## src/sv/pfe_pkg.sv

```systemverilog
`timescale 1ns / 1ps

package pfe_pkg;

  localparam int unsigned STACK_DEPTH = 64;
  localparam int unsigned Q_DEPTH     = 2;
  localparam int unsigned DIV_STEPS   = 32;

  localparam logic [7:0] SYM_ADD = 8'h2B;
  localparam logic [7:0] SYM_SUB = 8'h2D;
  localparam logic [7:0] SYM_MUL = 8'h2A;
  localparam logic [7:0] SYM_DIV = 8'h2F;
  localparam logic [7:0] SYM_NUL = 8'h00;
  localparam logic [7:0] SYM_LF  = 8'h0A;
  localparam logic [8:0] DIGIT_BASE = 9'd48;

  typedef enum logic [2:0] {
    K_PUSH,
    K_ADD,
    K_SUB,
    K_MUL,
    K_DIV,
    K_END
  } pfe_kind_e;

  typedef enum logic [1:0] {
    ST_OK,
    ST_UNDERFLOW,
    ST_OVERFLOW,
    ST_DIVZERO
  } pfe_status_e;

  typedef enum logic [2:0] {
    S_IDLE,
    S_RD1,
    S_RD2,
    S_EXEC,
    S_DIV,
    S_WB,
    S_FIN
  } pfe_state_e;

  // Classified symbol: kind plus signed literal (code minus 48).
  typedef struct packed {
    pfe_kind_e         kind;
    logic signed [8:0] lit;
  } pfe_cmd_t;

  typedef struct packed {
    logic        start;
    logic [31:0] num;
    logic [31:0] den;
  } pfe_div_req_t;

  typedef struct packed {
    logic        done;
    logic [31:0] quot;
  } pfe_div_rsp_t;

  // First error wins.
  function automatic pfe_status_e note_err(pfe_status_e cur, pfe_status_e code);
    return (cur == ST_OK) ? code : cur;
  endfunction

endpackage

```

## src/sv/pfe_if.sv

```systemverilog
`timescale 1ns / 1ps

interface pfe_sym_if;
  logic       valid;
  logic       ready;
  logic [7:0] symbol;

  modport source (output valid, output symbol, input ready);
  modport sink   (input valid, input symbol, output ready);
endinterface

interface pfe_res_if;
  logic               valid;
  logic               ready;
  logic signed [31:0] result_value;
  logic        [1:0]  status;

  modport source (output valid, output result_value, output status, input ready);
  modport sink   (input valid, input result_value, input status, output ready);
endinterface

```

## src/sv/postfix_expression_evaluator_unit.sv

```systemverilog
`timescale 1ns / 1ps

// Postfix (RPN) evaluator on a value stack.
// Channel in_i carries one expression byte per beat (symbol). Channel out_o
// carries one beat per terminator (byte 0 or 10): result_value and status
// (0 ok, 1 underflow, 2 overflow, 3 divide by zero; first error wins).
// The front classifies each byte and drops it into a two-entry queue; the
// back runs it against the stack memory, so bytes are taken while the back
// is still busy until the queue fills.
// Steps per byte in the back: a pushed value is written to the stack;
// + - * do two registered stack reads, execute, write back; / adds the
// 32-step radix-2 divider before write back, unless the divisor is
// zero; a terminator on an empty stack gives its result directly, else
// after one stack read.
// Reset clears the stack count, the error status, the queue and the
// result valid flag; no clearing pass over the stack memory.
// When the receiver stalls, the result waits in the output register;
// pushes and operators go on, and only the next terminator waits.
module postfix_expression_evaluator_unit #(
  parameter int unsigned STACK_DEPTH = pfe_pkg::STACK_DEPTH
) (
  input  logic      clk_i,
  input  logic      rst_ni,
  pfe_sym_if.sink   in_i,
  pfe_res_if.source out_o
);

  // front -> queue
  logic              push;
  logic              full;
  pfe_pkg::pfe_cmd_t push_cmd;

  // queue -> back
  logic              q_valid;
  logic              q_pop;
  pfe_pkg::pfe_cmd_t q_cmd;

  // back <-> divider
  pfe_pkg::pfe_div_req_t div_req;
  pfe_pkg::pfe_div_rsp_t div_rsp;

  pfe_front u_front (
    .in_i   (in_i),
    .full_i (full),
    .push_o (push),
    .cmd_o  (push_cmd)
  );

  pfe_queue u_queue (
    .clk_i   (clk_i),
    .rst_ni  (rst_ni),
    .push_i  (push),
    .cmd_i   (push_cmd),
    .full_o  (full),
    .pop_i   (q_pop),
    .valid_o (q_valid),
    .cmd_o   (q_cmd)
  );

  pfe_div u_div (
    .clk_i  (clk_i),
    .rst_ni (rst_ni),
    .req_i  (div_req),
    .rsp_o  (div_rsp)
  );

  pfe_back #(
    .STACK_DEPTH (STACK_DEPTH)
  ) u_back (
    .clk_i     (clk_i),
    .rst_ni    (rst_ni),
    .q_valid_i (q_valid),
    .q_cmd_i   (q_cmd),
    .q_pop_o   (q_pop),
    .div_req_o (div_req),
    .div_rsp_i (div_rsp),
    .out_o     (out_o)
  );

endmodule

```

## src/sv/pfe_front.sv

```systemverilog
`timescale 1ns / 1ps

module pfe_front (
  pfe_sym_if.sink           in_i,
  input  logic              full_i,
  output logic              push_o,
  output pfe_pkg::pfe_cmd_t cmd_o
);

  assign in_i.ready = !full_i;
  assign push_o     = in_i.valid && !full_i;

  always_comb begin
    cmd_o.lit = $signed({1'b0, in_i.symbol} - pfe_pkg::DIGIT_BASE);
    case (in_i.symbol)
      pfe_pkg::SYM_ADD: cmd_o.kind = pfe_pkg::K_ADD;
      pfe_pkg::SYM_SUB: cmd_o.kind = pfe_pkg::K_SUB;
      pfe_pkg::SYM_MUL: cmd_o.kind = pfe_pkg::K_MUL;
      pfe_pkg::SYM_DIV: cmd_o.kind = pfe_pkg::K_DIV;
      pfe_pkg::SYM_NUL: cmd_o.kind = pfe_pkg::K_END;
      pfe_pkg::SYM_LF:  cmd_o.kind = pfe_pkg::K_END;
      default:          cmd_o.kind = pfe_pkg::K_PUSH;
    endcase
  end

endmodule

```

## src/sv/pfe_queue.sv

```systemverilog
`timescale 1ns / 1ps

module pfe_queue (
  input  logic              clk_i,
  input  logic              rst_ni,
  input  logic              push_i,
  input  pfe_pkg::pfe_cmd_t cmd_i,
  output logic              full_o,
  input  logic              pop_i,
  output logic              valid_o,
  output pfe_pkg::pfe_cmd_t cmd_o
);

  localparam int unsigned QD  = pfe_pkg::Q_DEPTH;
  localparam int unsigned QAW = (QD > 1) ? $clog2(QD) : 1;
  localparam int unsigned QCW = $clog2(QD + 1);

  pfe_pkg::pfe_cmd_t slot_q [QD];
  logic [QAW-1:0] wptr_q, wptr_d, rptr_q, rptr_d;
  logic [QCW-1:0] cnt_q, cnt_d;
  logic do_push, do_pop;

  assign full_o  = (cnt_q == QCW'(QD));
  assign valid_o = (cnt_q != '0);
  assign cmd_o   = slot_q[rptr_q];
  assign do_push = push_i && !full_o;
  assign do_pop  = pop_i && valid_o;

  always_comb begin
    wptr_d = wptr_q;
    rptr_d = rptr_q;
    cnt_d  = cnt_q;
    if (do_push) begin
      wptr_d = (wptr_q == QAW'(QD - 1)) ? '0 : wptr_q + QAW'(1);
    end
    if (do_pop) begin
      rptr_d = (rptr_q == QAW'(QD - 1)) ? '0 : rptr_q + QAW'(1);
    end
    case ({do_push, do_pop})
      2'b10:   cnt_d = cnt_q + QCW'(1);
      2'b01:   cnt_d = cnt_q - QCW'(1);
      default: cnt_d = cnt_q;
    endcase
  end

  always_ff @(posedge clk_i or negedge rst_ni) begin
    if (!rst_ni) begin
      wptr_q <= '0;
      rptr_q <= '0;
      cnt_q  <= '0;
    end else begin
      wptr_q <= wptr_d;
      rptr_q <= rptr_d;
      cnt_q  <= cnt_d;
    end
  end

  always_ff @(posedge clk_i) begin
    if (do_push) begin
      slot_q[wptr_q] <= cmd_i;
    end
  end

endmodule

```

## src/sv/pfe_div.sv

```systemverilog
`timescale 1ns / 1ps

module pfe_div (
  input  logic                  clk_i,
  input  logic                  rst_ni,
  input  pfe_pkg::pfe_div_req_t req_i,
  output pfe_pkg::pfe_div_rsp_t rsp_o
);

  localparam int unsigned SW = $clog2(pfe_pkg::DIV_STEPS);

  logic          busy_q, busy_d, done_q, done_d;
  logic [SW-1:0] step_q, step_d;
  logic [31:0]   rem_q, rem_d, quo_q, quo_d, den_q, den_d;
  logic          neg_q, neg_d;
  logic [32:0]   trial;
  logic [32:0]   diff;
  logic          ge;

  // Restoring division on magnitudes, one quotient bit per cycle.
  assign trial = {rem_q, quo_q[31]};
  assign diff  = trial - {1'b0, den_q};
  assign ge    = (trial >= {1'b0, den_q});

  always_comb begin
    busy_d = busy_q;
    done_d = 1'b0;
    step_d = step_q;
    rem_d  = rem_q;
    quo_d  = quo_q;
    den_d  = den_q;
    neg_d  = neg_q;
    if (req_i.start) begin
      busy_d = 1'b1;
      step_d = '0;
      rem_d  = '0;
      quo_d  = req_i.num[31] ? (32'd0 - req_i.num) : req_i.num;
      den_d  = req_i.den[31] ? (32'd0 - req_i.den) : req_i.den;
      neg_d  = req_i.num[31] ^ req_i.den[31];
    end else if (busy_q) begin
      rem_d  = ge ? diff[31:0] : trial[31:0];
      quo_d  = {quo_q[30:0], ge};
      step_d = step_q + SW'(1);
      if (step_q == SW'(pfe_pkg::DIV_STEPS - 1)) begin
        busy_d = 1'b0;
        done_d = 1'b1;
      end
    end
  end

  always_ff @(posedge clk_i or negedge rst_ni) begin
    if (!rst_ni) begin
      busy_q <= 1'b0;
      done_q <= 1'b0;
      step_q <= '0;
    end else begin
      busy_q <= busy_d;
      done_q <= done_d;
      step_q <= step_d;
    end
  end

  always_ff @(posedge clk_i) begin
    rem_q <= rem_d;
    quo_q <= quo_d;
    den_q <= den_d;
    neg_q <= neg_d;
  end

  assign rsp_o.done = done_q;
  assign rsp_o.quot = neg_q ? (32'd0 - quo_q) : quo_q;

endmodule

```

## src/sv/pfe_back.sv

```systemverilog
`timescale 1ns / 1ps

module pfe_back #(
  parameter int unsigned STACK_DEPTH = pfe_pkg::STACK_DEPTH
) (
  input  logic                  clk_i,
  input  logic                  rst_ni,
  input  logic                  q_valid_i,
  input  pfe_pkg::pfe_cmd_t     q_cmd_i,
  output logic                  q_pop_o,
  output pfe_pkg::pfe_div_req_t div_req_o,
  input  pfe_pkg::pfe_div_rsp_t div_rsp_i,
  pfe_res_if.source             out_o
);

  localparam int unsigned AW = (STACK_DEPTH > 1) ? $clog2(STACK_DEPTH) : 1;
  localparam int unsigned CW = $clog2(STACK_DEPTH + 1);

  pfe_pkg::pfe_state_e  state_q, state_d;
  pfe_pkg::pfe_status_e err_q, err_d;
  pfe_pkg::pfe_kind_e   op_q, op_d;
  logic [CW-1:0]        count_q, count_d, cm1, cm2;
  logic [31:0]          stack_q [STACK_DEPTH];
  logic [31:0]          rdata_q;
  logic [AW-1:0]        raddr, waddr;
  logic [31:0]          wdata;
  logic                 we;
  logic [31:0]          first_q, first_d, second_q, second_d, res_q, res_d;

  logic                 out_valid_q, out_valid_d;
  logic signed [31:0]   out_val_q, out_val_d;
  pfe_pkg::pfe_status_e out_st_q, out_st_d;
  logic                 load;
  logic                 out_free;
  pfe_pkg::pfe_status_e e;

  assign cm1      = count_q - CW'(1);
  assign cm2      = count_q - CW'(2);
  assign out_free = !out_valid_q || out_o.ready;

  always_comb begin
    state_d   = state_q;
    err_d     = err_q;
    op_d      = op_q;
    count_d   = count_q;
    first_d   = first_q;
    second_d  = second_q;
    res_d     = res_q;
    raddr     = cm1[AW-1:0];
    waddr     = count_q[AW-1:0];
    wdata     = '0;
    we        = 1'b0;
    q_pop_o   = 1'b0;
    load      = 1'b0;
    out_val_d = out_val_q;
    out_st_d  = out_st_q;
    div_req_o = '0;
    e         = err_q;
    case (state_q)
      pfe_pkg::S_IDLE: begin
        if (q_valid_i) begin
          case (q_cmd_i.kind)
            pfe_pkg::K_PUSH: begin
              q_pop_o = 1'b1;
              if (count_q == CW'(STACK_DEPTH)) begin
                err_d = pfe_pkg::note_err(err_q, pfe_pkg::ST_OVERFLOW);
              end else begin
                we      = 1'b1;
                wdata   = {{23{q_cmd_i.lit[8]}}, q_cmd_i.lit};
                count_d = count_q + CW'(1);
              end
            end
            pfe_pkg::K_ADD, pfe_pkg::K_SUB, pfe_pkg::K_MUL, pfe_pkg::K_DIV: begin
              q_pop_o = 1'b1;
              op_d    = q_cmd_i.kind;
              state_d = pfe_pkg::S_RD1;
            end
            pfe_pkg::K_END: begin
              if (out_free) begin
                q_pop_o = 1'b1;
                if (count_q == '0) begin
                  // empty final pop: -1 and underflow
                  load      = 1'b1;
                  out_val_d = -32'sd1;
                  out_st_d  = pfe_pkg::note_err(err_q, pfe_pkg::ST_UNDERFLOW);
                  err_d     = pfe_pkg::ST_OK;
                end else begin
                  state_d = pfe_pkg::S_FIN;
                end
              end
            end
            default: begin
              q_pop_o = 1'b1;
            end
          endcase
        end
      end
      pfe_pkg::S_RD1: begin
        first_d = (count_q >= CW'(1)) ? rdata_q : '1;
        raddr   = cm2[AW-1:0];
        state_d = pfe_pkg::S_RD2;
      end
      pfe_pkg::S_RD2: begin
        second_d = (count_q >= CW'(2)) ? rdata_q : '1;
        state_d  = pfe_pkg::S_EXEC;
      end
      pfe_pkg::S_EXEC: begin
        if (count_q < CW'(2)) begin
          e = pfe_pkg::note_err(err_q, pfe_pkg::ST_UNDERFLOW);
        end
        state_d = pfe_pkg::S_WB;
        case (op_q)
          pfe_pkg::K_ADD: res_d = second_q + first_q;
          pfe_pkg::K_SUB: res_d = second_q - first_q;
          pfe_pkg::K_MUL: res_d = second_q * first_q;
          pfe_pkg::K_DIV: begin
            if (first_q == '0) begin
              res_d = '0;
              e     = pfe_pkg::note_err(e, pfe_pkg::ST_DIVZERO);
            end else begin
              div_req_o.start = 1'b1;
              div_req_o.num   = second_q;
              div_req_o.den   = first_q;
              state_d         = pfe_pkg::S_DIV;
            end
          end
          default: res_d = res_q;
        endcase
        err_d = e;
      end
      pfe_pkg::S_DIV: begin
        if (div_rsp_i.done) begin
          res_d   = div_rsp_i.quot;
          state_d = pfe_pkg::S_WB;
        end
      end
      pfe_pkg::S_WB: begin
        // two pops then one push
        we      = 1'b1;
        wdata   = res_q;
        waddr   = (count_q >= CW'(2)) ? cm2[AW-1:0] : '0;
        count_d = (count_q >= CW'(2)) ? cm1 : CW'(1);
        state_d = pfe_pkg::S_IDLE;
      end
      pfe_pkg::S_FIN: begin
        load      = 1'b1;
        out_val_d = $signed(rdata_q);
        out_st_d  = err_q;
        err_d     = pfe_pkg::ST_OK;
        count_d   = '0;
        state_d   = pfe_pkg::S_IDLE;
      end
      default: state_d = pfe_pkg::S_IDLE;
    endcase
    if (load) begin
      count_d = '0;
    end
    if (load) begin
      out_valid_d = 1'b1;
    end else if (out_o.ready) begin
      out_valid_d = 1'b0;
    end else begin
      out_valid_d = out_valid_q;
    end
  end

  always_ff @(posedge clk_i or negedge rst_ni) begin
    if (!rst_ni) begin
      state_q     <= pfe_pkg::S_IDLE;
      err_q       <= pfe_pkg::ST_OK;
      count_q     <= '0;
      out_valid_q <= 1'b0;
    end else begin
      state_q     <= state_d;
      err_q       <= err_d;
      count_q     <= count_d;
      out_valid_q <= out_valid_d;
    end
  end

  always_ff @(posedge clk_i) begin
    op_q      <= op_d;
    first_q   <= first_d;
    second_q  <= second_d;
    res_q     <= res_d;
    out_val_q <= out_val_d;
    out_st_q  <= out_st_d;
  end

  always_ff @(posedge clk_i) begin
    if (we) begin
      stack_q[waddr] <= wdata;
    end
    rdata_q <= stack_q[raddr];
  end

  assign out_o.valid        = out_valid_q;
  assign out_o.result_value = out_val_q;
  assign out_o.status       = out_st_q;

  a_count_bound: assert property (@(posedge clk_i) disable iff (!rst_ni)
    count_q <= CW'(STACK_DEPTH))
    else $error("stack count above depth");

  a_no_overwrite: assert property (@(posedge clk_i) disable iff (!rst_ni)
    load |-> (!out_valid_q || out_o.ready))
    else $error("result register overwritten before its beat");

  a_div_done_waited: assert property (@(posedge clk_i) disable iff (!rst_ni)
    div_rsp_i.done |-> (state_q == pfe_pkg::S_DIV))
    else $error("quotient arrived while not waiting for it");

  a_pop_valid: assert property (@(posedge clk_i) disable iff (!rst_ni)
    q_pop_o |-> q_valid_i)
    else $error("queue popped while empty");

endmodule
```

## src/flat_wrapper.sv

```systemverilog
// flat-port wrapper written by rule: the top's interface ports become plain ports
module postfix_expression_evaluator_unit_flat 
#(
  parameter int unsigned STACK_DEPTH = pfe_pkg::STACK_DEPTH
)
  (clk_i, rst_ni, in_i_valid, in_i_symbol, in_i_ready, out_o_valid, out_o_result_value, out_o_status, out_o_ready);
  pfe_sym_if in_i_i ();
  pfe_res_if out_o_i ();
  input  logic clk_i;
  input  logic rst_ni;
  input wire logic [$bits(in_i_i.valid)-1:0] in_i_valid;
  input wire logic [$bits(in_i_i.symbol)-1:0] in_i_symbol;
  output wire logic [$bits(in_i_i.ready)-1:0] in_i_ready;
  output wire logic [$bits(out_o_i.valid)-1:0] out_o_valid;
  output wire logic [$bits(out_o_i.result_value)-1:0] out_o_result_value;
  output wire logic [$bits(out_o_i.status)-1:0] out_o_status;
  input wire logic [$bits(out_o_i.ready)-1:0] out_o_ready;
  assign in_i_i.valid = in_i_valid;
  assign in_i_i.symbol = in_i_symbol;
  assign in_i_ready = in_i_i.ready;
  assign out_o_valid = out_o_i.valid;
  assign out_o_result_value = out_o_i.result_value;
  assign out_o_status = out_o_i.status;
  assign out_o_i.ready = out_o_ready;
  postfix_expression_evaluator_unit #(.STACK_DEPTH(STACK_DEPTH)) u_core (.clk_i(clk_i), .rst_ni(rst_ni), .in_i(in_i_i), .out_o(out_o_i));
endmodule
```

## config.mk

```make
export PLATFORM = sky130hd
export DESIGN_NAME = postfix_expression_evaluator_unit_flat
export DESIGN_NICKNAME = d
export VERILOG_FILES = /design/src/sv/pfe_pkg.sv /design/src/sv/pfe_if.sv /design/src/sv/postfix_expression_evaluator_unit.sv /design/src/sv/pfe_front.sv /design/src/sv/pfe_queue.sv /design/src/sv/pfe_div.sv /design/src/sv/pfe_back.sv /design/src/flat_wrapper.sv
export SDC_FILE = /design/constraint.sdc
export NUM_CORES = 2
export LEC_CHECK = 0
export ABC_AREA = 1
export CORE_MARGIN = 10
export CORE_UTILIZATION = 45
export CTS_BUF_LIST = sky130_fd_sc_hd__clkbuf_4 sky130_fd_sc_hd__clkbuf_8 sky130_fd_sc_hd__clkbuf_16
export DETAILED_ROUTE_END_ITERATION = 10
export DONT_BUFFER_PORTS = 1
export HOLD_SLACK_MARGIN = 0.02
export PLACE_DENSITY = 0.66
export SKIP_CTS_REPAIR_TIMING = 1
export SLEW_MARGIN = 20
export SYNTH_ARGS = -nofsm -noshare
export SYNTH_HDL_FRONTEND = slang
export SYNTH_SLANG_ARGS = --single-unit
```

## constraint.sdc

```tcl
create_clock -name clk_i -period 19.37 [get_ports clk_i]
set_clock_uncertainty 0.15 [all_clocks]
set_input_delay 3.874 -clock clk_i [delete_from_list [all_inputs] [get_ports clk_i]]
set_output_delay 3.874 -clock clk_i [all_outputs]
set_load 0.03 [all_outputs]
```

==> flow_summary.json <==
{
  "grt_max_degree": 189,
  "path_depth": 25,
  "post-route-min-period_ns": 7.794,
  "synth_fp_nets": 11020,
  "hold_viol_final": 0,
  "cts_tree": "done",
  "crit_buf_inv": 4,
  "synthCells": 10390,
  "yosys.cell_count.top_type": "edfxtp_1",
  "criticalPathCategory": "reg2reg",
  "ys_top_cells_by_area": "edfxtp_1, fa_1, o21ai_0, nand2_1, nor2_1",
  "grt_pass1_wl_um": 521400,
  "ant_nets": 0,
  "drt_iter0_drc": 10130,
  "synth-edff-count": 2270,
  "setup_tns_ns": 0,
  "ys_seq_area_share_pct": 60.43,
  "p_leak_nw": 42.84,
  "setup_viol": 0,
  "hold_path.class": "reg2reg",
  "cts_buffers": 241,
  "cp.required_ns": 19.84,
  "root_buffer": "clkbuf_16",
  "worst_slew_pin_slew_ns": 1.099,
  "wl_per_cell_um": 25.78,
  "core_um2": 256700,
  "synth_warnings": 0,
  "worstRegToRegCells": 25,
  "stdcell_count": 13790,
  "start_kind": "register",
  "synth_area_um2": 115900,
  "viasPerCell": 5.951,
  "fmax_ghz": 0.1283,
  "cts.sinks": 2358,
  "fin_crit_sh_pct": 40.24,
  "path_common_cell": "fa_1",
  "grt_pass1_vias": 80880,
  "drive_gt1_share_pct": 7.699,
  "clockBufferDepth": 4,
  "clkTransAtPathRegs_ns": 0.06,
  "synthArstFlopShare_pct": 1.018,
  "syn_avg_cell_area_um2": 11.16,
  "worstSkewPairLatency_ns": 0.94,
  "cpPeakStageDelay_ns": 0.85,
  "layout.nets": 10840,
  "holdPathStages": 2,
  "rows": 186,
  "die_area_um2": 278300,
  "portBuffers": 0,
  "dpl.cell_count": 13360,
  "io_pins": 48,
  "endpoint_kind": "register",
  "cts_max_level": 4,
  "grt_usage_pct": 24.65,
  "ys_types": 66,
  "wl_um": 355600,
  "status": "finished clean",
  "gp_congestion": 0.9535,
  "die_y_um": 527.6,
  "dp_hpwl_um": 209300,
  "drv_slew": 0,
  "antenna_found_initial": 5,
  "netlist.top_cell.by_area": "edfxtp_1",
  "synth.top_cell.area_share_pct": 58.80,
  "area_delta_synth_final_pct": 10.31,
  "synthFlopType": "edfxtp_1",
  "overflow": 0,
  "rsz0062_at_grt": "no",
  "drv_cap": 0,
  "cp_max_fo": 21,
  "die_w_um": 527.6,
  "synth_common_cells": "edfxtp_1, nand2_1, nor2_1",
  "powerDensity_nw_per_um2": 79.99,
  "cp_top_family": "adder cells",
  "drc": 0,
  "ys_ff_latch": 2358,
  "crit_arrival_ns": 8.27,
  "vdd_drop_max_uv": 84.32,
  "crit_slowest_cell": "edfxtp_1",
  "firstDrtPassIters": 8,
  "start_util_pct": 45.16,
  "slew_headroom_pct": 26.75,
  "via_count": 82080
}
==> kinds of logic (layout without fill, tap and decap cells) <==
logic type,after synthesis,count (layout),synth area share (%)
and+or+nand+nor,3380,3380,11.96
DFF,2358,2358,60.43
AOI/OAI and AO/OA,2166,2166,11.35
buffers and inverters,1724,1738,5.855
adders and majority gates,614,614,9.282
xor gates and xnor gates,139,139,1.050
muxes,9,9,0.07771
other,0,5,0
==> cells in the final DEF, fill, tap and decap left out, drive strengths merged, types with 6 or more instances in the layout <==
cell and n:
nand4 22, nand2 1430, buf 219, dfrtp 24, nand3b 40, nor3 43, xnor2 49, o21ai 1253
nor2 1311, o221ai 399, ha 204, clkinv 111, o211ai 138, o2111ai 11, dfxtp 64, inv 1084
nor4 10, nand3 503, edfxtp 2270, a31oi 24, or2 17, a221oi 6, fa 410, o22ai 125
xor2 90, clkbuf 294, o21bai 10, bufinv 25, mux2i 9, a21o 17, a21oi 156
==> layer usage <==
layer	global-route usage (%)	share of wire [%]	vias up	wire length, um
met1	31.71	38	41100	136700
li1	-	-	35920	-
met2	40.18	47	4208	166600
met3	3.640	8.4	855	29870
met5	0	0	-	0
met4	13.74	6.3	0	22480
==> registers in the layout, summed over array words and instances, names as in the netlist, 32 cells and up <==
name and cells:
u_core.u_div.quo_q 32, u_core.u_div.rem_q 32, u_core.u_back.res_q 32, u_core.u_back.second_q 32, u_core.u_back.out_o.result_value 32, u_core.u_back.stack_q 2048
u_core.u_back.first_q 32, u_core.u_div.den_q 32, u_core.u_back.rdata_q 32
==> where the power goes <==
group	internal, W	switching, W	total, W	leakage (nW)
logic	0.00000868	0.0000251	0.0000338	22.5
clock network	0.00271	0.00195	0.00467	3.95
registers	0.00552	0.00000613	0.00553	16.4
total	0.00824	0.00199	0.0102	42.8
==> tightest hold or removal path, stage by stage, from the launching register on <==
cell and delay (ns):
dfxtp_1 0.32, nand2_1 0.06, nand2_1 0.04
==> stage by stage <==
stage	worst slack, ns	hold WS, ns	utilization, %	total power [W]	area [um^2]
floorplan	12.33	0.2928	-	0.005654	115900
global placement	11.72	0.3066	46.73	0.005665	119900
detailed placement	11.65	0.3076	46.73	0.005667	120000
CTS	11.62	0.3198	49.81	0.01027	127900
global route	11.17	0.3374	49.81	0.01047	127900
finish	11.58	0.3191	49.82	0.01023	127900
==> layout make-up <==
cell class                 count  area [um^2]
antenna                        5        12.51
clock buffer                 294         6531
clock inverter               139         1380
fill                       22220       128800
inverter                    1086         4118
multi-input combinational   6308        39810
sequential                  2358        70050
tap                         3384         4234
timing repair buffer         219         1744
==> worst paths after layout <==
path	start	to	slack (ns)
hold reg to reg	u_core.u_div.rem_q[6]$_SDFFE_PP0P_	u_core.u_div.rem_q[6]$_SDFFE_PP0P_	0.32
setup / recovery	u_core.u_back.second_q[6]$_SDFFCE_PP1N_	u_core.u_back.res_q[29]$_DFFE_PP_	11.58
setup reg to reg	u_core.u_back.second_q[6]$_SDFFCE_PP1N_	u_core.u_back.res_q[29]$_DFFE_PP_	11.58
hold / removal	u_core.u_div.rem_q[6]$_SDFFE_PP0P_	u_core.u_div.rem_q[6]$_SDFFE_PP0P_	0.32
max in group asynchronous	rst_ni	u_core.u_back.count_q[2]$_DFFE_PN0P_	16.33
min in group asynchronous	rst_ni	u_core.u_div.step_q[4]$_DFFE_PN0P_	2.51
Power figures use the tool's default switching activity.
